## src/rtl/pfx_pkg.sv

```systemverilog
`default_nettype none

package pfx_pkg;

    localparam int STACK_DEPTH = 16;
    localparam int PTR_W       = $clog2(STACK_DEPTH);
    localparam int CNT_W       = $clog2(STACK_DEPTH + 1);
    localparam int DATA_W      = 32;
    localparam int SYM_W       = 8;
    localparam int LIMIT_W     = 5;
    localparam int LIM_CMP_W   = (CNT_W > LIMIT_W) ? CNT_W : LIMIT_W;
    localparam int ITER_W      = $clog2(DATA_W);
    localparam int PADDR_W     = 3;
    localparam int PDATA_W     = 32;
    localparam int REG_IDX_W   = PADDR_W - 2;

    localparam logic [REG_IDX_W-1:0] REG_DEPTH_LIMIT = '0;
    localparam logic [LIMIT_W-1:0]   LIMIT_RESET     = 5'd10;

    localparam logic [SYM_W-1:0] CH_ZERO  = 8'h30;
    localparam logic [SYM_W-1:0] CH_NINE  = 8'h39;
    localparam logic [SYM_W-1:0] CH_SPACE = 8'h20;
    localparam logic [SYM_W-1:0] CH_PLUS  = 8'h2B;
    localparam logic [SYM_W-1:0] CH_MINUS = 8'h2D;
    localparam logic [SYM_W-1:0] CH_STAR  = 8'h2A;
    localparam logic [SYM_W-1:0] CH_SLASH = 8'h2F;

    typedef enum logic [2:0] {
        ST_OK       = 3'd0,
        ST_OVERFLOW = 3'd1,
        ST_MISSING  = 3'd2,
        ST_DIVZERO  = 3'd3,
        ST_BADTOKEN = 3'd4,
        ST_LEFTOVER = 3'd5
    } pfx_status_t;

    typedef enum logic [2:0] {
        S_IDLE,
        S_EXEC,
        S_DIV,
        S_LAST_RD,
        S_FINISH
    } pfx_state_t;

    typedef struct packed {
        logic              we;
        logic [PTR_W-1:0]  waddr;
        logic [DATA_W-1:0] wdata;
        logic [PTR_W-1:0]  raddr_a;
        logic [PTR_W-1:0]  raddr_b;
    } pfx_stack_req_t;

endpackage

`default_nettype wire

```

## src/rtl/pfx_stack.sv

```systemverilog
`default_nettype none

module pfx_stack import pfx_pkg::*; (
    input  wire logic           aclk,
    input  wire pfx_stack_req_t req,
    output logic [DATA_W-1:0]   rdata_a,
    output logic [DATA_W-1:0]   rdata_b
);

    logic [DATA_W-1:0] mem_reg [STACK_DEPTH];
    logic [DATA_W-1:0] rdata_a_reg;
    logic [DATA_W-1:0] rdata_b_reg;

    always_ff @(posedge aclk) begin
        if (req.we) begin
            mem_reg[req.waddr] <= req.wdata;
        end
        rdata_a_reg <= mem_reg[req.raddr_a];
        rdata_b_reg <= mem_reg[req.raddr_b];
    end

    assign rdata_a = rdata_a_reg;
    assign rdata_b = rdata_b_reg;

endmodule

`default_nettype wire

```

## src/rtl/pfx_divider.sv

```systemverilog
`default_nettype none

module pfx_divider import pfx_pkg::*; (
    input  wire logic              aclk,
    input  wire logic              aresetn,
    input  wire logic              start,
    input  wire logic [DATA_W-1:0] dividend,
    input  wire logic [DATA_W-1:0] divisor,
    output logic                   busy,
    output logic                   done,
    output logic [DATA_W-1:0]      quotient
);

    logic              busy_reg, busy_next;
    logic              done_reg, done_next;
    logic [ITER_W-1:0] iter_reg, iter_next;
    logic [DATA_W-1:0] rem_reg, rem_next;
    logic [DATA_W-1:0] quo_reg, quo_next;
    logic [DATA_W-1:0] den_reg, den_next;
    logic              neg_reg, neg_next;
    logic [DATA_W:0]   shifted;
    logic [DATA_W:0]   diff;

    assign shifted = {rem_reg, quo_reg[DATA_W-1]};
    assign diff    = shifted - {1'b0, den_reg};

    always_comb begin
        busy_next = busy_reg;
        done_next = 1'b0;
        iter_next = iter_reg;
        rem_next  = rem_reg;
        quo_next  = quo_reg;
        den_next  = den_reg;
        neg_next  = neg_reg;
        if (start) begin
            busy_next = 1'b1;
            iter_next = '0;
            rem_next  = '0;
            quo_next  = dividend[DATA_W-1] ? (DATA_W'(0) - dividend) : dividend;
            den_next  = divisor[DATA_W-1] ? (DATA_W'(0) - divisor) : divisor;
            neg_next  = dividend[DATA_W-1] ^ divisor[DATA_W-1];
        end else if (busy_reg) begin
            if (!diff[DATA_W]) begin
                rem_next = diff[DATA_W-1:0];
                quo_next = {quo_reg[DATA_W-2:0], 1'b1};
            end else begin
                rem_next = shifted[DATA_W-1:0];
                quo_next = {quo_reg[DATA_W-2:0], 1'b0};
            end
            iter_next = iter_reg + ITER_W'(1);
            if (iter_reg == ITER_W'(DATA_W - 1)) begin
                busy_next = 1'b0;
                done_next = 1'b1;
            end
        end
    end

    always_ff @(posedge aclk) begin
        if (!aresetn) begin
            busy_reg <= 1'b0;
            done_reg <= 1'b0;
        end else begin
            busy_reg <= busy_next;
            done_reg <= done_next;
        end
        iter_reg <= iter_next;
        rem_reg  <= rem_next;
        quo_reg  <= quo_next;
        den_reg  <= den_next;
        neg_reg  <= neg_next;
    end

    assign busy     = busy_reg;
    assign done     = done_reg;
    assign quotient = neg_reg ? (DATA_W'(0) - quo_reg) : quo_reg;

endmodule

`default_nettype wire

```

## src/rtl/postfix_expression_evaluator_core.sv

```systemverilog
`default_nettype none

// Postfix evaluator: one ASCII character per transfer on the input stream, tlast on the
// final character of an expression. The operand stack lives in a 16-entry synchronous RAM
// with two read ports and needs no clearing after reset. A space, a digit, or a character
// that raises or follows an error is handled on acceptance; +, - and * read the stack, then
// write back; / reads the stack, waits for the divider that resolves one quotient bit per
// cycle and writes back the quotient, or raises an error when the divisor is zero. After the
// final character the bottom entry is read and the result register loaded, with a wait
// while an earlier result still waits in that register; the next expression is accepted while
// the new result waits for its transfer. depth_limit is written over APB at address 0 and
// should only change between expressions.
module postfix_expression_evaluator_core import pfx_pkg::*; (
    input  wire logic               aclk,
    input  wire logic               aresetn,

    input  wire logic               s_tvalid,
    output logic                    s_tready,
    input  wire logic [SYM_W-1:0]   s_tdata,   // [7:0] symbol
    input  wire logic               s_tlast,   // is_last

    output logic                    m_tvalid,
    input  wire logic               m_tready,
    output logic [DATA_W-1:0]       m_tdata,   // [31:0] value
    output logic [2:0]              m_tuser,   // [2:0] status

    input  wire logic               psel,
    input  wire logic               penable,
    input  wire logic               pwrite,
    input  wire logic [PADDR_W-1:0] paddr,
    input  wire logic [PDATA_W-1:0] pwdata,
    output logic [PDATA_W-1:0]      prdata,
    output logic                    pready
);

    pfx_state_t        state_reg, state_next;
    logic [CNT_W-1:0]  count_reg, count_next;
    pfx_status_t       err_reg, err_next;
    logic [SYM_W-1:0]  sym_reg;
    logic              last_reg;
    logic [LIMIT_W-1:0] limit_reg;
    logic              out_valid_reg;
    logic [DATA_W-1:0] out_value_reg;
    pfx_status_t       out_status_reg;

    pfx_stack_req_t    req;
    logic [DATA_W-1:0] rd_top;
    logic [DATA_W-1:0] rd_below;
    logic              div_start;
    logic              div_busy;
    logic              div_done;
    logic [DATA_W-1:0] div_quotient;

    logic                 s_accept;
    logic                 in_space;
    logic                 in_digit;
    logic                 in_op;
    logic [SYM_W-1:0]     digit_val;
    logic [LIM_CMP_W-1:0] limit_eff;
    logic                 stack_full;
    logic                 too_few;
    logic [CNT_W-1:0]     cnt_m1;
    logic [CNT_W-1:0]     cnt_m2;
    logic                 out_free;
    logic                 out_load;
    pfx_status_t          fin_status;
    logic [DATA_W-1:0]    fin_value;
    logic                 cfg_write;

    pfx_stack u_stack (
        .aclk    (aclk),
        .req     (req),
        .rdata_a (rd_top),
        .rdata_b (rd_below)
    );

    pfx_divider u_divider (
        .aclk     (aclk),
        .aresetn  (aresetn),
        .start    (div_start),
        .dividend (rd_below),
        .divisor  (rd_top),
        .busy     (div_busy),
        .done     (div_done),
        .quotient (div_quotient)
    );

    assign s_accept  = s_tvalid && s_tready;
    assign in_space  = (s_tdata == CH_SPACE);
    assign in_digit  = s_tdata inside {[CH_ZERO:CH_NINE]};
    assign in_op     = s_tdata inside {CH_PLUS, CH_MINUS, CH_STAR, CH_SLASH};
    assign digit_val = s_tdata - CH_ZERO;

    assign limit_eff  = (LIM_CMP_W'(limit_reg) > LIM_CMP_W'(STACK_DEPTH))
                      ? LIM_CMP_W'(STACK_DEPTH) : LIM_CMP_W'(limit_reg);
    assign stack_full = (LIM_CMP_W'(count_reg) >= limit_eff);
    assign too_few    = (count_reg < CNT_W'(2));
    assign cnt_m1     = count_reg - CNT_W'(1);
    assign cnt_m2     = count_reg - CNT_W'(2);

    assign out_free   = !out_valid_reg || m_tready;
    assign fin_status = (err_reg != ST_OK) ? err_reg
                      : ((count_reg == CNT_W'(1)) ? ST_OK : ST_LEFTOVER);
    assign fin_value  = (fin_status == ST_OK) ? rd_top : '0;

    always_comb begin
        state_next = state_reg;
        case (state_reg)
            S_IDLE: begin
                if (s_accept) begin
                    if (err_reg == ST_OK && in_op && !too_few) begin
                        state_next = S_EXEC;
                    end else if (s_tlast) begin
                        state_next = S_LAST_RD;
                    end
                end
            end
            S_EXEC: begin
                if (sym_reg == CH_SLASH && rd_top != '0) begin
                    state_next = S_DIV;
                end else begin
                    state_next = last_reg ? S_LAST_RD : S_IDLE;
                end
            end
            S_DIV: begin
                if (div_done) begin
                    state_next = last_reg ? S_LAST_RD : S_IDLE;
                end
            end
            S_LAST_RD: begin
                state_next = S_FINISH;
            end
            S_FINISH: begin
                if (out_free) begin
                    state_next = S_IDLE;
                end
            end
            default: begin
                state_next = S_IDLE;
            end
        endcase
    end

    always_comb begin
        s_tready    = 1'b0;
        req.we      = 1'b0;
        req.waddr   = cnt_m2[PTR_W-1:0];
        req.wdata   = '0;
        req.raddr_a = cnt_m1[PTR_W-1:0];
        req.raddr_b = cnt_m2[PTR_W-1:0];
        count_next  = count_reg;
        err_next    = err_reg;
        div_start   = 1'b0;
        out_load    = 1'b0;
        case (state_reg)
            S_IDLE: begin
                s_tready = 1'b1;
                if (s_accept && err_reg == ST_OK) begin
                    if (in_digit) begin
                        if (stack_full) begin
                            err_next = ST_OVERFLOW;
                        end else begin
                            req.we     = 1'b1;
                            req.waddr  = count_reg[PTR_W-1:0];
                            req.wdata  = DATA_W'(digit_val[3:0]);
                            count_next = count_reg + CNT_W'(1);
                        end
                    end else if (in_op) begin
                        if (too_few) begin
                            err_next = ST_MISSING;
                        end
                    end else if (!in_space) begin
                        err_next = ST_BADTOKEN;
                    end
                end
            end
            S_EXEC: begin
                case (sym_reg)
                    CH_PLUS: begin
                        req.we    = 1'b1;
                        req.wdata = rd_below + rd_top;
                    end
                    CH_MINUS: begin
                        req.we    = 1'b1;
                        req.wdata = rd_below - rd_top;
                    end
                    CH_STAR: begin
                        req.we    = 1'b1;
                        req.wdata = DATA_W'(rd_below * rd_top);
                    end
                    default: begin
                        if (rd_top == '0) begin
                            err_next = ST_DIVZERO;
                        end else begin
                            div_start = 1'b1;
                        end
                    end
                endcase
                if (req.we) begin
                    count_next = cnt_m1;
                end
            end
            S_DIV: begin
                if (div_done) begin
                    req.we     = 1'b1;
                    req.wdata  = div_quotient;
                    count_next = cnt_m1;
                end
            end
            S_LAST_RD: begin
                req.raddr_a = '0;
            end
            S_FINISH: begin
                req.raddr_a = '0;
                if (out_free) begin
                    out_load   = 1'b1;
                    count_next = '0;
                    err_next   = ST_OK;
                end
            end
            default: begin
            end
        endcase
    end

    always_ff @(posedge aclk) begin
        if (!aresetn) begin
            state_reg     <= S_IDLE;
            count_reg     <= '0;
            err_reg       <= ST_OK;
            limit_reg     <= LIMIT_RESET;
            out_valid_reg <= 1'b0;
        end else begin
            state_reg <= state_next;
            count_reg <= count_next;
            err_reg   <= err_next;
            if (cfg_write && paddr[PADDR_W-1:2] == REG_DEPTH_LIMIT) begin
                limit_reg <= pwdata[LIMIT_W-1:0];
            end
            if (out_load) begin
                out_valid_reg <= 1'b1;
            end else if (m_tready) begin
                out_valid_reg <= 1'b0;
            end
        end
        if (s_accept) begin
            sym_reg  <= s_tdata;
            last_reg <= s_tlast;
        end
        if (out_load) begin
            out_value_reg  <= fin_value;
            out_status_reg <= fin_status;
        end
    end

    assign cfg_write = psel && penable && pwrite;
    assign pready    = 1'b1;
    assign prdata    = (paddr[PADDR_W-1:2] == REG_DEPTH_LIMIT) ? PDATA_W'(limit_reg) : '0;

    assign m_tvalid = out_valid_reg;
    assign m_tdata  = out_value_reg;
    assign m_tuser  = out_status_reg;

    a_count_bound: assert property (@(posedge aclk) disable iff (!aresetn)
        count_reg <= CNT_W'(STACK_DEPTH))
        else $error("stack count beyond depth");

    a_finish_clears: assert property (@(posedge aclk) disable iff (!aresetn)
        (state_reg == S_FINISH && out_free) |=> (count_reg == '0 && err_reg == ST_OK))
        else $error("expression state not cleared after result");

    a_div_nonzero: assert property (@(posedge aclk) disable iff (!aresetn)
        div_start |-> (rd_top != '0 && !div_busy))
        else $error("divider started with zero divisor or while busy");

    a_no_accept_div: assert property (@(posedge aclk) disable iff (!aresetn)
        (div_busy || state_reg == S_DIV) |-> !s_tready)
        else $error("input taken during division");

endmodule

`default_nettype wire

```

## config.mk

```make
export PLATFORM = sky130hd
export DESIGN_NAME = postfix_expression_evaluator_core
export DESIGN_NICKNAME = d
export VERILOG_FILES = /design/src/rtl/pfx_pkg.sv /design/src/rtl/pfx_stack.sv /design/src/rtl/pfx_divider.sv /design/src/rtl/postfix_expression_evaluator_core.sv
export SDC_FILE = /design/constraint.sdc
export NUM_CORES = 2
export LEC_CHECK = 0
export BUFFER_PORTS_ARGS = -buffer_cell sky130_fd_sc_hd__buf_2
export CELL_PAD_IN_SITES_DETAIL_PLACEMENT = 0
export CELL_PAD_IN_SITES_GLOBAL_PLACEMENT = 1
export CORE_ASPECT_RATIO = 0.9
export CORE_MARGIN = 5
export CORE_UTILIZATION = 56
export CTS_CLUSTER_SIZE = 12
export DETAILED_ROUTE_END_ITERATION = 6
export PLACE_DENSITY = 0.83
export SLEW_MARGIN = 20
export SYNTH_ARGS = -nofsm -noshare
export SYNTH_HDL_FRONTEND = slang
export SYNTH_SLANG_ARGS = --single-unit
export TNS_END_PERCENT = 10
```

## constraint.sdc

```tcl
create_clock -name aclk -period 13.9 [get_ports aclk]
set_input_delay 0.695 -clock aclk [delete_from_list [all_inputs] [get_ports aclk]]
set_output_delay 0.695 -clock aclk [all_outputs]
set_load 0.02 [all_outputs]
```

* Word level (Yosys, flattened, before mapping)
Memories as Yosys holds them, arrays and structs flattened. A register that Yosys moved wholly into a read port is not among the register bits. Index checks and enable logic that the tools add are counted.
Storage, ports and cells: memory bits (writable) 512, input port bits 51, logic and storage cells 157, output and inout bits 70, memories kept 1, flip-flop bits (word level) 165
Cells by class: equality and inequality tests 28, reductions and logical operators 29, $lt $le $gt $ge 5, bitwise gates (word level) 4, add/subtract/negate cells 11, multiplexer cells 61, multipliers 1
Memories:
- u_stack.mem_reg | words 16, width 32, rd ports 2, clocked after Yosys merged registers in 2, wr ports 1, RTL line pfx_stack.sv:10 | logic [DATA_W-1:0] mem_reg [STACK_DEPTH];
Operators by type and width (count):
- 32-bit 2-to-1 mux | 6
- 32-bit case mux with 3 select lines | 2
- 37-bit 2-to-1 mux | 3
- 1-bit by 32-bit subtractor with 32-bit output (first input constant) | 3
- 8-bit by 6-bit == test with 1-bit output (second input constant) | 9
- 3-bit 2-to-1 mux | 15
- 5-bit 2-to-1 mux | 8
- 33-bit by 32-bit subtractor with 33-bit output | 1
- 32-bit adder | 1
- 32-bit logical NOT | 1
- 32-bit by 32-bit multiplier with 32-bit output | 1
- 32-bit nonzero test | 1
- 32-bit subtractor | 1
- 31-bit 2-to-1 mux | 1
- 5-bit case mux with 4 select lines | 1
- 1-bit 2-to-1 mux | 18
- 3-bit case mux with 5 select lines | 1
- 2-bit inequality test (second input constant) | 7
- 5-bit by 1-bit adder with 5-bit output (second input constant) | 2
- 1-bit logical AND | 9
- 3-bit logical NOT | 3
- 3-bit case mux with 3 select lines | 1
- 8-bit by 6-bit greater-or-equal comparator with 1-bit output (second input constant) | 1
- 8-bit by 6-bit <= comparator with 1-bit output (second input constant) | 1
- 29 further kinds | 42

* Depth between registers and ports, before layout
depth after elaboration 9, depth in mapped cells 27, gate-level depth less buffers 26

* By module
A second synthesis with hierarchy kept.
Second synthesis, totals: cells, all modules 4479, area total of the unflattened synthesis 53657.7 µm²
By module, submodules not included:
- pfx_stack | seq. area each 16656.0 µm², area an instance 24188.2 µm², cells each 1141, instances 1
- postfix_expression_evaluator_core | seq. area each 1661.6 µm², area an instance 21634.5 µm², cells each 2447, instances 1
- pfx_divider | seq. area each 2732.6 µm², area an instance 7835.0 µm², cells each 891, instances 1

* Worst setup path before layout
OpenSTA, ideal clock, no wires.
path type flip-flop to flip-flop, start point register u_stack.rdata_b_reg[13], in the netlist u_stack.rdata_b[13] (read register of u_stack.mem_reg), end point memory u_stack.mem_reg[0][28], data pin, setup slack 6.380 ns, setup time 0.302 ns, data required time 13.598 ns, buffers on the path 2, arrival 7.218 ns, cell stages (with the launch flop) 26, clock period less this slack 7.520 ns, cells stage by stage dfxtp_1 > clkbuf_1 > clkbuf_1 > and2_1 > fa_1 > fa_1 > fa_1 > inv_1 > fa_1 > inv_1 > fa_1 > inv_1 > fa_1 > inv_1 > fa_1 > fa_1 > ha_1 > a21oi_1 > o21bai_1 > a21oi_1 > o21ai_0 > a31o_2 > a221oi_1 > o21ai_0 > xnor2_1 > o221ai_1
RTL lines:
- from (decl) | RTL line pfx_stack.sv:12 | logic [DATA_W-1:0] rdata_b_reg;
- to (decl) | RTL line pfx_stack.sv:10

==> results.py <==
metrics = {
    "outcome": {
        "status": "complete, no violations",
    },
    "sta": {
        "min_period_ns": 8.214,
        "grt_setup_unrepaired": "false",
        "finalMaxSlewViolations": 0,
        "max_freq_ghz": 0.1217,
        "tightest_slew_ns": 1.082,
        "timing.final.crit_share_pct": 59.10,
        "hold_viol_final": 0,
        "maxSlewHeadroom_pct": 27.84,
        "setup_violations": 0,
        "fin_skew_ns": 0.05553,
        "tns_ns": 0,
    },
    "grt": {
        "grt_pass1_vias": 38477,
        "antenna_found_initial": 2,
        "grt-ovfl-total": 0,
        "grt_pass1_wl_um": 234300,
        "grtUsageTotal_pct": 29.96,
        "grt_max_degree": 144,
    },
    "logic_synthesis": {
        "synth_area_mm2": 0.05391,
        "ys_types": 77,
        "avgSynthCellArea_um2": 11.20,
        "async_flop_share_pct": 0,
        "ys_seq_elements": 741,
        "syn-instance-count": 4813,
        "synth.most_common_cell": "edfxtp_1",
        "synth-seq-area-share_pct": 39.05,
        "synth_top_area_share_pct": 34.59,
        "synth_top_flop_cell": "edfxtp_1",
        "synth_warnings": 0,
        "synth_edf_count": 621,
        "ys_top_cells_by_count": "621 x edfxtp_1, 494 x nand2_1, 446 x inv_1",
        "yosys-top-cells-area": "edfxtp_1 35%, fa_1 15%, mux4_2 8.0%",
        "synth_top_area_cell": "edfxtp_1",
    },
    "setup_path": {
        "start_kind": "flip-flop",
        "r2r_slack_ns": 5.69,
        "r2r_start": "u_stack.rdata_b[10]",
        "cp_max_fo": 26,
        "endpoint_kind": "flip-flop",
        "r2r-end": "u_stack.mem_reg[14][31]",
        "cp.arrival_ns": 8.54,
        "required_ns": 14.22,
        "path_class": "reg2reg",
        "r2r_cells": 23,
    },
    "run": {
        "drv_cap": 0,
    },
    "placed_design": {
        "place_inst": 5937,
        "gp_congestion": 0.9290,
        "io_buffer_count": 63,
        "placed_area_mm2": 0.05566,
        "hpwl_um": 97560,
    },
    "clocking": {
        "clk_pin_slew_ns": 0.06,
        "cts_setup_buffers": 0,
        "post_cts_resized": 0,
        "cts_buffer_depth": 3,
        "ctsHoldBuffers": 0,
        "cts_root_buf": "clkbuf_16",
        "htree_num_levels": 3,
        "cts_inserted_buffers": 77,
        "clock-sinks": 741,
        "cts_tree": "built",
        "worstSkewPairLatency_ns": 0.65,
    },
    "route": {
        "routedWlPerCell_um": 25.22,
        "postRouteAntennaNets": 0,
        "viasPerCell": 6.293,
        "route.detailed.drc": 0,
        "first_pass_iters": 6,
        "drt_iter0_drc": 4019,
        "routed_wl_um": 153400,
        "vias": 38270,
    },
    "floorplan": {
        "die_area_mm2": 0.1026,
        "start_util_pct": 56.19,
        "die_w_um": 337.1,
        "rows": 108,
        "fp.dieH_um": 304.4,
        "design.portCount": 121,
        "core-area_mm2": 0.09594,
    },
    "layout": {
        "areaGrowthSynthToFinish_pct": 7.798,
        "drive_above_1_share_pct": 11.32,
        "n_antenna_cell": 0,
        "fillers": 7729,
        "largest_reg_flops": 512,
        "nNetsFinal": 5416,
        "instances_no_fill": 6081,
        "design_area_mm2": 0.05811,
    },
    "hold_path": {
        "hold_class": "in2reg",
        "holdPathStages": 1,
        "hold_start": "s_tdata[7]",
        "min_to": "sym_reg[7]",
    },
}
-- kinds of logic (layout without fill, tap and decap cells) --
family | count (synthesis) | after routing | synth area share [%]
adder cells (fa/ha/maj) | 613 | 613 | 19.94
other | 2 | 28 | 0.01393
flip-flops | 741 | 741 | 39.05
buffers and inverters | 799 | 776 | 5.758
XOR/XNOR | 256 | 256 | 4.173
multiplexers | 208 | 208 | 8.323
AO/OA/AOI/OAI | 855 | 855 | 10.21
AND/OR/NAND/NOR | 1339 | 1339 | 12.54
-- worst max path at each step --
stage | from | to | slack, ns | depth (start not counted)
final | u_stack.rdata_b[10] | u_stack.mem_reg[14][31] | 5.69 | 23
after global routing | u_stack.rdata_b[9] | u_stack.mem_reg[15][31] | 5.33 | 24
after CTS | u_stack.rdata_b[10] | u_stack.mem_reg[14][31] | 5.77 | 23
after detailed placement | u_stack.rdata_a[6] | u_stack.mem_reg[14][31] | 5.81 | 23
after global placement | u_stack.rdata_a[6] | u_stack.mem_reg[14][31] | 5.85 | 23
after floorplan | u_stack.rdata_b[13] | u_stack.mem_reg[0][28] | 6.38 | 25
-- area by class of cell --
| class | instances | area (um^2) | area share [%] |
|---|---|---|---|
| clock inverter | 20 | 285.3 | 0.4909 |
| clock buffer | 123 | 2160 | 3.716 |
| inverter | 447 | 1682 | 2.894 |
| sequential | 741 | 21060 | 36.24 |
| timing repair buffer | 186 | 1249 | 2.149 |
| multi-input combinational | 3299 | 30100 | 51.79 |
| tap | 1265 | 1583 | 2.724 |
-- per-layer routing --
| metal | wire length [um] | global-route usage, % | share of wire, % | vias up |
|---|---|---|---|---|
| met5 | 0 | 0 | 0 | - |
| met4 | 4807 | 8.733 | 3.1 | 0 |
| met3 | 15660 | 5.158 | 10 | 295 |
| met2 | 70700 | 47.56 | 46 | 2039 |
| met1 | 62180 | 42.92 | 41 | 19242 |
| li1 | - | - | - | 16694 |
-- metrics by stage --
stage | hold WS (ns) | setup WS [ns] | utilization, %
after global routing | 0.2348 | 5.329 | 60.57
after detailed placement | 0.4727 | 5.805 | 58.01
after CTS | 0.2173 | 5.767 | 60.56
after floorplan | 0.4597 | 6.380 | -
final | 0.2476 | 5.686 | 60.57
after global placement | 0.4808 | 5.852 | 58.00
-- critical path: stages (launching register included) --
cell and delay (ns):
dfxtp_1 0.35, buf_4 0.45, and2_1 0.22, fa_1 0.45, fa_1 0.45, fa_1 0.55
inv_1 0.05, fa_1 0.47, inv_1 0.05, fa_1 0.49, inv_1 0.05, fa_1 0.54
inv_1 0.05, fa_1 0.38, fa_1 0.49, ha_1 0.37, a21oi_1 0.29, o2111ai_1 0.15
o21ai_0 0.27, a21oi_1 0.16, a31o_2 0.30, a21oi_1 0.30, mux2i_1 0.27, a221o_1 0.70
-- layout by cell type, fill, tap and decap left out, types with 77 or more instances in the layout --
| master | n |
|---|---|
| dfxtp_1 | 117 |
| clkbuf_16 | 77 |
| and2_1 | 377 |
| a31oi_1 | 81 |
| xor2_1 | 110 |
| inv_1 | 445 |
| o21ai_0 | 250 |
| edfxtp_1 | 621 |
| nor2_1 | 130 |
| nand2_1 | 493 |
| buf_4 | 121 |
| a21oi_1 | 145 |
| mux4_2 | 192 |
| xnor2_1 | 144 |
| fa_1 | 410 |
| ha_1 | 202 |
| or3_1 | 81 |
Power is not shown: default switching activity piles up to over one toggle a cycle in this logic, so the estimate is an artifact.
